===== config.mk =====
export PLATFORM = sky130hd
export DESIGN_NAME = ffha_ram
export DESIGN_NICKNAME = d
export VERILOG_FILES = /design/src/hdl/ffha_ram.sv
export SDC_FILE = /design/constraint.sdc
export NUM_CORES = 1
export LEC_CHECK = 0
export BUFFER_PORTS_ARGS = -buffer_cell sky130_fd_sc_hd__buf_2
export CELL_PAD_IN_SITES_DETAIL_PLACEMENT = 0
export CELL_PAD_IN_SITES_GLOBAL_PLACEMENT = 1
export CORE_ASPECT_RATIO = 0.5
export CORE_MARGIN = 1
export CORE_UTILIZATION = 35
export DETAILED_ROUTE_END_ITERATION = 12
export GPL_ROUTABILITY_DRIVEN = 0
export GPL_TIMING_DRIVEN = 0
export PLACE_DENSITY_LB_ADDON = 0.1
export SETUP_SLACK_MARGIN = 0.2
export SYNTH_ARGS = -nofsm -noshare
export SYNTH_HDL_FRONTEND = slang
export SYNTH_SLANG_ARGS = --single-unit

===== constraint.sdc =====
create_clock -name clk -period 2.35 [get_ports clk]
set_input_delay 0.47 -clock clk [delete_from_list [all_inputs] [get_ports clk]]
set_output_delay 0.47 -clock clk [all_outputs]
set_load 0.01 [all_outputs]

===== src/hdl/ffha_ram.sv =====
// generic single write port, single read port ram with registered read
// no dependencies
`timescale 1ns / 1ps
`default_nettype none

module ffha_ram #(
    parameter int WIDTH = 8,
    parameter int DEPTH = 16
) (
    input  wire logic                     clk,
    input  wire logic                     we,
    input  wire logic [$clog2(DEPTH)-1:0] waddr,
    input  wire logic [WIDTH-1:0]         wdata,
    input  wire logic [$clog2(DEPTH)-1:0] raddr,
    output logic      [WIDTH-1:0]         rdata
);

    logic [WIDTH-1:0] mem [DEPTH];

    always_ff @(posedge clk)
    begin
        if (we)
        begin
            mem[waddr] <= wdata;
        end
        rdata <= mem[raddr];
    end

endmodule

`default_nettype wire


==> reports/qor.csv, run 1 <==
stage;metric;value;unit
setup_path;crit path cell chain;buf_2, or3b_2, nor2_1;
floorplanning;Core Region;14000;um^2
logic_synthesis;Synth Area in Adders;0;
logic_synthesis;sequential area share after synthesis;0.778;
floorplanning;Die H;87.8;um
global_routing;GR Util All Layers;0.160;
routing;drt via density;4.97;
power;Switching Share;0.195;
logic_synthesis;post-synthesis xor/xnor area fraction;0;
routing;vias post-DR;2367;
clock_tree;hold_buf cts;0;
routing;1st-pass router iterations;4;
logic_synthesis;mux cell area share after synthesis;0.150;
logic_synthesis;cells after synthesis;229;
power;Logic pwr share;0.047;
timing;final setup margin;0.538;ns
logic_synthesis;Post-Synth Simple-Gate Area;0.0318;
global_routing;vias in the first global route;2490;
logic_synthesis;largest family of logic cells by synthesized area;multiplexers;
routing;Routed WL per cell;23.2;um
power;sequential power share;0.468;
timing;fin crit period;1.81;ns
logic_synthesis;Post-Syn Nets;247;
timing;WHS;0.456;ns
timing;worst-margin pin slew;1.22;ns
floorplanning;io pins;26;
power;total design power;5.82;mW
timing;relative slew slack;0.179;
finish;fraction of layout cells with a size suffix above 1;0.292;
clock_tree;Root Driver;clkbuf_16;
routing;DRC;0;
routing;final antenna-violating net count;0;
timing;# setup viols final;0;
global_routing;largest net degree at the start of global routing;17;
floorplanning;FP Rows;30;
setup_path;crit path launch type;primary input;
finish;commonest non-fill, non-tap cells in the layout;edfxtp_1 (128), buf_2 (27), mux4_2 (18);
power;Clk pwr share;0.485;
timing;RSZ-0062 raised after global routing;no;
clock_tree;clock buffer depth;2;
timing;Clock Skew;0.00560;ns
clock_tree;CTS clock-pin slew for the worst setup and hold paths;0.06;ns
power;Leak;2.05;nW
timing;Fmax achieved;0.552;GHz
setup_path;crit path DAT;1.84;ns
floorplanning;die width;174;um
timing;period utilization;0.771;
timing;Pins Over Slew Limit;0;
setup_path;Critical Path End Type;flop;
floorplanning;die area;15200;um^2
finish;P&R area growth vs syn;19.4;%
routing;Detailed Route Iter0 Violations;232;
logic_synthesis;share of the synthesized area in compound gates (AO/OA/AOI/OAI);0.0233;
clock_tree;TritonCTS buffer count;17;
setup_path;Slowest-stage cell, CP;nor2_1;
logic_synthesis;synth warn;0;
clock_tree;H-tree depth;4;
power;P_int;4.69;mW
finish;commonest non-fill, non-tap cell in the layout;edfxtp_1;
power;pwr dens;947;nW/um^2
logic_synthesis;post-synthesis cell area;5150;um^2
clock_tree;Post-CTS Resized;0;
clock_tree;Post-CTS Setup Inserts;0;
clock_tree;clock sinks;136;
power;Switch Pwr;1.14;mW
routing;total wire length;11.0;mm
setup_path;worst-path fanout max;8;
logic_synthesis;Yosys reg bits;136;
setup_path;Critical Path Max Stage Delay;0.73;ns
clock_tree;clk_lat worst skew;0.41;ns
run_status;outcome;finished, final reports clean;
hold_path;HP Class;in -> reg;
floorplanning;Initial Util;0.369;
run;Max Cap Viol;0;
finish;Ant. Diodes;0;
logic_synthesis;Mapped Avg Cell Area;22.5;um^2
global_routing;first-pass GRT wire length;16.3;mm
placement;DP Worst Slack;0.0553;ns
global_routing;GRT Residual Overflow;0;
placement;Port-buffer cells;24;
global_routing;antenna violations before repair;0;
timing;final hold viol count;0;
logic_synthesis;synth unique cells;19;
power;maximum vdd drop;386;uV
setup_path;critical path type;in -> reg;
clock_tree;CTS tree;built;
finish;Final #Nets;290;
setup_path;WP data required;2.38;ns
placement;post-DP HPWL;7.17;mm
-- metal layers --
layer  routed length [um]  GRT usage  vias to the layer above
met5                    0          0                        -
met4                  119     0.0652                        0
met3                  467     0.0395                       13
met2                 5120      0.244                       45
met1                 5340      0.223                     1247
li1                     -          -                     1062
-- metrics by stage --
stage          utilization  area [um^2]  setup TNS (ns)  instances
3_5_place_dp         0.395         5510               0        445
6_report             0.440         6150               0        476
4_1_cts              0.440         6140               0        476
2_1_floorplan            -         5150               0        229
3_3_place_gp         0.394         5510           -2.74        445
5_1_grt              0.440         6150               0        476
-- kinds of logic after synthesis --
| group | Yosys count |
|---|---|
| flip-flops | 136 |
| AND/OR/NAND/NOR | 35 |
| multiplexers | 32 |
| AO/OA/AOI/OAI | 16 |
| buffers and inverters | 10 |
-- flip-flops by register name, indices dropped and copies added (netlist names) --
register,flops
mem,128
rdata,8
-- layout make-up --
cell class                      instances  area (um^2)
Fill cell                            1211         7820
Sequential cell                       136         4000
Multi-Input combinational cell         83         1070
Clock buffer                           17          425
Tap cell                              192          240
Clock inverter                         14          205
Timing Repair Buffer                   24          120
Buffer                                 10         86.3
-- synth_stat cells --
cell | number | area, um^2
buf_2 | 3 | 15.0
and2_1 | 1 | 6.26
a22oi_1 | 16 | 120
nand2b_1 | 2 | 12.5
or3b_2 | 1 | 8.76
dfxtp_1 | 8 | 160
mux4_1 | 14 | 368
nor2_1 | 13 | 48.8
nand2_1 | 9 | 33.8
mux4_2 | 18 | 405
clkdlybuf4s25_2 | 3 | 30.0
nand3b_1 | 2 | 15.0
and2b_1 | 1 | 7.51
edfxtp_1 | 128 | 3840
buf_6 | 3 | 33.8
buf_4 | 1 | 7.51
nor3_1 | 4 | 20.0
nand3_1 | 1 | 5.00
nor2b_1 | 1 | 6.26
-- worst paths after layout --
| kind | end | slack (ns) | startpoint | cells after the start |
|---|---|---|---|---|
| max reg2reg | rdata[7] | 0.75 | mem[3][7] | 3 |
| min | mem[4][6] | 0.46 | wdata[6] | 1 |
| max | mem[2][4] | 0.54 | waddr[2] | 3 |
| min reg2reg | rdata[3] | 0.69 | mem[3][3] | 3 |
-- critical path, delay by kind of cell --
kind | cells | cell delay, ns
and+or+nand+nor | 2 | 1.25
buffers and inverters | 1 | 0.11
-- power by group through the flow --
stage	Combinational, mW	Sequential (mW)	Clock (mW)
global placement	0.273	2.77	0
CTS	0.278	2.73	2.87
finish	0.273	2.72	2.82
floorplan	0.138	2.78	0
global route	0.295	2.73	2.98
detailed placement	0.278	2.78	0
No activity file was read; power rests on OpenSTA's default activity.
==> inputs of run 2 (changes only) <==
--- a/config.mk
+++ b/config.mk
@@ -5,6 +5,7 @@
 export SDC_FILE = /design/constraint.sdc
 export NUM_CORES = 1
 export LEC_CHECK = 0
+export ABC_AREA = 1
 export BUFFER_PORTS_ARGS = -buffer_cell sky130_fd_sc_hd__buf_2
 export CELL_PAD_IN_SITES_DETAIL_PLACEMENT = 0
 export CELL_PAD_IN_SITES_GLOBAL_PLACEMENT = 1
==> constraint.sdc (replaced) <==
create_clock -name clk -period 1.65 [get_ports clk]
set_input_delay 0.33 -clock clk [delete_from_list [all_inputs] [get_ports clk]]
set_output_delay 0.33 -clock clk [all_outputs]
set_load 0.01 [all_outputs]
==> run 2 against run 1 <==
Against the previous run:
- combinational power increased by 95%
- register-to-register slack got worse by 0.20 ns
- critical path depth unchanged
- clock-buffer cell count increased by 2
- die area increased by 12%
- highest routed layer unchanged
==> reports/qor.csv, run 2 <==
stage;metric;value;unit;change
routing;Routed met3 length;710;um;+52%
finish;commonest non-fill, non-tap cell in the layout;nand2_1;;
clock_tree;clock buffer depth;2;;unchanged
power;Switch Pwr;1.78;mW;+57%
floorplanning;FP Rows;32;;+6.7%
logic_synthesis;Mapped Avg Cell Area;10.5;um^2;-53%
global_routing;GR Util All Layers;0.197;;+0.0374
timing;relative slew slack;0.358;;+0.179
clock_tree;clock sinks;136;;unchanged
run;Max Cap Viol;0;;unchanged
clock_tree;Root Driver;clkbuf_16;;
power;Logic pwr share;0.067;;+0.020
clock_tree;CTS clock-pin slew for the worst setup and hold paths;0.05;ns;about the same
finish;fill cell count;1520;;+26%
timing;Clock Skew;0.00692;ns;+0.00132 ns
timing;period utilization;0.862;;
clock_tree;clk_lat worst skew;0.41;ns;about the same
global_routing;vias in the first global route;3635;;+46%
routing;total wire length;15.6;mm;+41%
setup_path;CP Launch Point;waddr[3];;
timing;final hold viol count;0;;unchanged
logic_synthesis;synth warn;0;;unchanged
timing;WHS;0.349;ns;-0.107 ns
finish;max reg flops;128;;unchanged
finish;Multi-input gate area;1220;um^2;+15%
timing;setup TNS;0;ns;unchanged
logic_synthesis;cells after synthesis;551;;+140%
timing;fin crit period;1.42;ns;
routing;vias post-DR;3834;;+62%
finish;biggest regs;mem x128, rdata x8;;
routing;Routed WL per cell;18.9;um;-18%
power;P_int;6.19;mW;+32%
clock_tree;TritonCTS buffer count;17;;unchanged
routing;final antenna-violating net count;0;;unchanged
routing;Detailed Route Iter0 Violations;344;;+48%
logic_synthesis;largest cells by area after synthesis;edfxtp_1 (67%), nand2_1 (11%), nand3_1 (8.4%), inv_1 (6.5%), dfxtp_1 (2.8%);;
power;Switching Share;0.224;;+0.0287
setup_path;Reg2Reg Depth;6;;+3
finish;Final #Nets;610;;+110%
setup_path;CP Capture Point;mem[5][6];;
setup_path;worst reg2reg path endpoint;rdata[3];;
logic_synthesis;most frequent cell after synthesis;nand2_1;;
placement;post-DP HPWL;10.3;mm;+44%
routing;DRT met1 WL;7.95;mm;+49%
setup_path;reg2reg start;mem[0][3];;
timing;Fmax achieved;0.703;GHz;
timing;RSZ-0062 raised after global routing;yes;;
placement;placed cell areas;6150;um^2;+12%
finish;Ant. Diodes;0;;unchanged
finish;commonest non-fill, non-tap cells in the layout;nand2_1 (173), edfxtp_1 (128), inv_1 (100);;
power;sequential power share;0.487;;+0.019
routing;uppermost layer routed;met4;;
power;Clk pwr share;0.447;;-0.038
finish;Final Util;0.426;;-0.0142
global_routing;antenna violations before repair;0;;unchanged
finish;Reg area;4000;um^2;unchanged
routing;DRC;0;;unchanged
logic_synthesis;Post-Syn Nets;569;;+130%
power;Leak;2.87;nW;+40%
finish;Post-Layout Cell Count;824;;+73%
logic_synthesis;Async SR Flop Fraction;0;;unchanged
setup_path;Reg2Reg Setup Slack;0.55;ns;-0.20 ns
hold_path;HP Class;in -> reg;;
floorplanning;Core Region;15700;um^2;+13%
logic_synthesis;Most used DFF post-synth;edfxtp_1;;
finish;fraction of layout cells with a size suffix above 1;0.126;;-0.166
power;pwr dens;1190;nW/um^2;+26%
setup_path;Critical Path End Type;flop;;
global_routing;largest net degree at the start of global routing;17;;unchanged
finish;P&R area growth vs syn;16.3;%;
finish;Biggest register;mem;;
setup_path;critical path type;in -> reg;;
logic_synthesis;Yosys reg bits;136;;unchanged
finish;design area;6710;um^2;+9.1%
setup_path;crit path DAT;1.45;ns;-0.39 ns
logic_synthesis;post-synthesis cell area;5770;um^2;+12%
floorplanning;die width;184;um;+5.8%
clock_tree;CTS tree;built;;
setup_path;crit path launch type;primary input;;
global_routing;first-pass GRT wire length;23.1;mm;+41%
routing;met2 WL;6.79;mm;+33%
setup_path;WP data required;1.68;ns;-0.70 ns
setup_path;worst-path fanout max;8;;unchanged
logic_synthesis;synth unique cells;12;;-7
routing;1st-pass router iterations;5;;+1
logic_synthesis;Post-synth EDFFs;128;;unchanged
floorplanning;io pins;26;;unchanged
placement;dpl cells;794;;+78%
global_routing;GRT Residual Overflow;0;;unchanged
placement;Port-buffer cells;22;;-8.3%
power;maximum vdd drop;588;uV;+52%
logic_synthesis;post-synth top area cell;edfxtp_1;;
timing;# setup viols final;0;;unchanged
run_status;outcome;finished, final reports clean;;
clock_tree;H-tree depth;4;;unchanged
logic_synthesis;sequential area share after synthesis;0.694;;-0.0835
floorplanning;die area;17000;um^2;+12%
logic_synthesis;top cell type's share of synthesized area;0.667;;-0.0802
floorplanning;Initial Util;0.366;;-0.00215
timing;Pins Over Slew Limit;0;;unchanged
logic_synthesis;Post-synth top cells;nand2_1 (173), edfxtp_1 (128), inv_1 (100), nand3_1 (97), nor2_1 (17);;
floorplanning;Die H;92.8;um;+5.7%
routing;drt via density;4.65;;-6.4%
clock_tree;hold_buf cts;0;;unchanged
timing;worst-margin pin slew;0.959;ns;-0.263 ns
run 2: changes by cell type in the layout (fill, tap and decap cells not counted), sizes merged, moves of 15 or more:
cell   delta
nand3    +96
buf      +15
nand2   +164
a22oi    -16
mux4     -32
inv     +101
run 2: cell type report:
| class | instances | share of cell area |
|---|---|---|
| flip-flops and latches | 136 | 0.597 |
| multi-input cells | 289 | 0.182 |
| clock buffers | 19 | 0.0646 |
| inverters | 102 | 0.0571 |
| well taps | 221 | 0.0412 |
| plain buffers | 24 | 0.0248 |
| repair buffers | 22 | 0.0164 |
| clock inverters | 11 | 0.0162 |
run 2: stage by stage:
step / power, mW / worst slack (ns)
floorplan: 4.24 / 0.369
global placement: 4.48 / -0.286
detailed placement: 4.49 / -0.384
CTS: 8.02 / 0.195
global route: 8.23 / 0.142
finish: 7.97 / 0.228
run 2: timing repair:
action                                  CTS  global route
setup buffers                             0             0
hold endpoints to repair                  0             0
resized for setup                         2             2
endpoints found under the setup margin   15            32
run 2: critical path, cell delays in order:
cell and delay, ns:
buf_2 0.11, nand3b_1 0.26, nor2_1 0.75
run 2: power by group through the flow:
stage / sequential (mW) / clock, mW / combinational (mW)
global route: 3.89 / 3.76 / 0.584
global placement: 3.95 / 0 / 0.533
detailed placement: 3.95 / 0 / 0.534
floorplan: 3.96 / 0 / 0.272
finish: 3.88 / 3.56 / 0.532
CTS: 3.88 / 3.60 / 0.538
run 2: kinds of logic after synthesis:
kind of cell	Yosys count	share of synthesized area
and+or+nand+nor	289	0.210
DFF	136	0.694
buffers and inverters	126	0.0952
run 2: how the worst min path moves through the flow:
stage                     depth (start not counted)  startpoint  slack, ns    endpoint
after detailed placement                          6   mem[8][0]       0.68    rdata[0]
after global routing                              1    wdata[5]       0.35   mem[6][5]
after global placement                            6   mem[8][0]       0.68    rdata[0]
after CTS                                         1    wdata[2]       0.34  mem[12][2]
final                                             1    wdata[2]       0.35   mem[8][2]
after floorplan                                   0    wdata[0]       0.43   mem[0][0]
run 2: metal layers:
layer | vias up | GRT usage
li1 | 1857 | -
met1 | 1880 | 0.291
met2 | 82 | 0.294
met3 | 15 | 0.0358
met4 | 0 | 0.0583
met5 | - | 0
==> inputs of run 3 (changes only) <==
--- a/config.mk
+++ b/config.mk
@@ -5,7 +5,6 @@
 export SDC_FILE = /design/constraint.sdc
 export NUM_CORES = 1
 export LEC_CHECK = 0
-export ABC_AREA = 1
 export BUFFER_PORTS_ARGS = -buffer_cell sky130_fd_sc_hd__buf_2
 export CELL_PAD_IN_SITES_DETAIL_PLACEMENT = 0
 export CELL_PAD_IN_SITES_GLOBAL_PLACEMENT = 1
==> run 3 against run 2 <==
Against the previous run:
- register-to-register slack worse by 0.36 ns
- fmax down 2.5%
- clock skew up 0.00085 ns
- worst setup slack got worse by 0.037 ns
- critical path type is now reg -> reg
- largest power group unchanged
==> reports/qor.csv, run 3 (synthesized netlist as in run 1, its figures left out) <==
stage;metric;value;unit;change
power;total design power;8.16;mW;+2.4%
finish;Ant. Diodes;0;;unchanged
run_status;outcome;finished, final reports clean;;
clock_tree;CTS clock-pin slew for the worst setup and hold paths;0.06;ns;about the same
setup_path;Slowest-stage cell, CP;mux4_2;;
power;maximum vdd drop;607;uV;+3.3%
clock_tree;H-tree depth;4;;unchanged
routing;1st-pass router iterations;4;;-1
timing;relative slew slack;0.419;;+0.0609
setup_path;CP top delay family;multiplexers;;
global_routing;GR Util All Layers;0.155;;-0.0424
floorplanning;Initial Util;0.369;;+0.00215
timing;final setup margin;0.192;ns;-0.0368 ns
finish;P&R area growth vs syn;20.2;%;
clock_tree;TritonCTS buffer count;17;;unchanged
timing;period utilization;0.884;;+0.0223
routing;vias post-DR;2383;;-38%
global_routing;GRT Residual Overflow;0;;unchanged
global_routing;met2 usage;0.249;;-0.0452
placement;post-DP HPWL;7.04;mm;-32%
floorplanning;die area;15200;um^2;-11%
finish;Biggest register;mem;;
routing;total wire length;10.8;mm;-31%
timing;Clock Skew;0.00777;ns;+0.000847 ns
routing;DRC;0;;unchanged
setup_path;Buf/Inv on CP;0;;-1
routing;Detailed Route Iter0 Violations;155;;-55%
finish;biggest regs;mem x128, rdata x8;;
timing;worst-margin pin slew;0.868;ns;-0.0911 ns
timing;Pins Over Slew Limit;0;;unchanged
floorplanning;Core Region;14000;um^2;-11%
clock_tree;clk_lat worst skew;0.40;ns;about the same
floorplanning;die width;174;um;-5.5%
timing;Fmax achieved;0.686;GHz;-2.5%
global_routing;largest net degree at the start of global routing;17;;unchanged
global_routing;grt met1 use;0.211;;-0.0801
clock_tree;clock sinks;136;;unchanged
finish;commonest non-fill, non-tap cell in the layout;edfxtp_1;;
setup_path;crit path launch type;flop;;
clock_tree;Root Driver;clkbuf_16;;
global_routing;vias in the first global route;2517;;-31%
timing;RSZ-0062 raised after global routing;yes;;
finish;fill cell count;1226;;-19%
floorplanning;FP Rows;30;;-6.3%
routing;drt via density;5.01;;+7.6%
setup_path;crit path cell chain;mux4_2, a22oi_2, nand2_1;;
global_routing;grt peak-use layer;met2;;
setup_path;Critical Path Max Stage Delay;0.49;ns;-0.26 ns
timing;fin crit period;1.46;ns;+0.0368 ns
placement;Port-buffer cells;24;;+9.1%
setup_path;crit path DAT;1.73;ns;+0.28 ns
setup_path;Critical Path End Type;flop;;
finish;fraction of layout cells with a size suffix above 1;0.345;;+0.219
global_routing;first-pass GRT wire length;16.1;mm;-30%
hold_path;HP Class;in -> reg;;
floorplanning;Die H;87.8;um;-5.4%
finish;Final #Nets;290;;-52%
finish;commonest non-fill, non-tap cells in the layout;edfxtp_1 (128), buf_2 (27), mux4_2 (19);;
power;pwr dens;1320;nW/um^2;+11%
setup_path;WP data required;1.92;ns;+0.24 ns
global_routing;met3 Usage GRT;0.0378;;+0.00198
timing;final hold viol count;0;;unchanged
floorplanning;io pins;26;;unchanged
clock_tree;clock buffer depth;2;;unchanged
run;Max Cap Viol;0;;unchanged
placement;DP Worst Slack;-0.487;ns;-0.104 ns
finish;max reg flops;128;;unchanged
routing;final antenna-violating net count;0;;unchanged
clock_tree;CTS tree;built;;
setup_path;critical path type;reg -> reg;;
timing;# setup viols final;0;;unchanged
power;Leak;2.04;nW;-29%
global_routing;antenna violations before repair;0;;unchanged
setup_path;worst-path fanout max;1;;-7
routing;Routed WL per cell;22.7;um;+20%
-- run 3: changes by cell type in the layout (fill, tap and decap cells not counted), moves of 5 or more --
cell / delta
nand2_1: -164
inv_1: -100
nand3_1: -96
mux4_2: +19
mux4_1: +13
a22oi_1: +11
buf_2: -8
nor2_1: -6
a22oi_2: +5
buf_6: -5
-- run 3: worst paths after layout --
path	end	slack, ns	cells past startpoint	start
min	mem[3][6]	0.33	1	wdata[6]
min reg2reg	rdata[3]	0.70	3	mem[11][3]
max	rdata[1]	0.19	3	mem[10][1]
max reg2reg	rdata[1]	0.19	3	mem[10][1]
-- run 3: report_power, final --
part / switching, mW / internal, mW / total [mW]
clock network: 1.37 / 2.51 / 3.88
logic: 0.241 / 0.161 / 0.402
registers: 0.0168 / 3.86 / 3.88
-- run 3: layer usage --
metal | wire [um] | share of wire
met1 | 4920 | 0.46
met2 | 5150 | 0.48
met3 | 633 | 0.059
met4 | 81 | 0.0075
met5 | 0 | 0
-- run 3: timing repair --
action | CTS | global route
pin swaps | 2 | 0
buffers inserted | 0 | 0
hold buffers | 0 | 0
endpoints found under the setup margin | 11 | 20
gates resized for setup | 5 | 5
cloned | 0 | 0
-- run 3: layout make-up --
type / count / area, um^2 / area share
clock buffer: 18 / 429 / 0.0693
buffer: 10 / 93.8 / 0.0152
clock inverter: 13 / 180 / 0.0291
sequential: 136 / 4000 / 0.647
tap: 192 / 240 / 0.0388
timing repair buffer: 24 / 120 / 0.0194
multi-input combinational: 83 / 1120 / 0.181
-- run 3: per-stage QoR --
step	hold WS, ns	TNS, ns	utilization	instance area (um^2)	instances
after global routing	0.317	0	0.443	6190	476
after CTS	0.313	0	0.442	6170	476
final	0.331	0	0.443	6190	476
after global placement	0.663	-18.77	0.397	5550	445
after detailed placement	0.688	-20.79	0.397	5550	445
after floorplan	0.429	0	-	5190	229
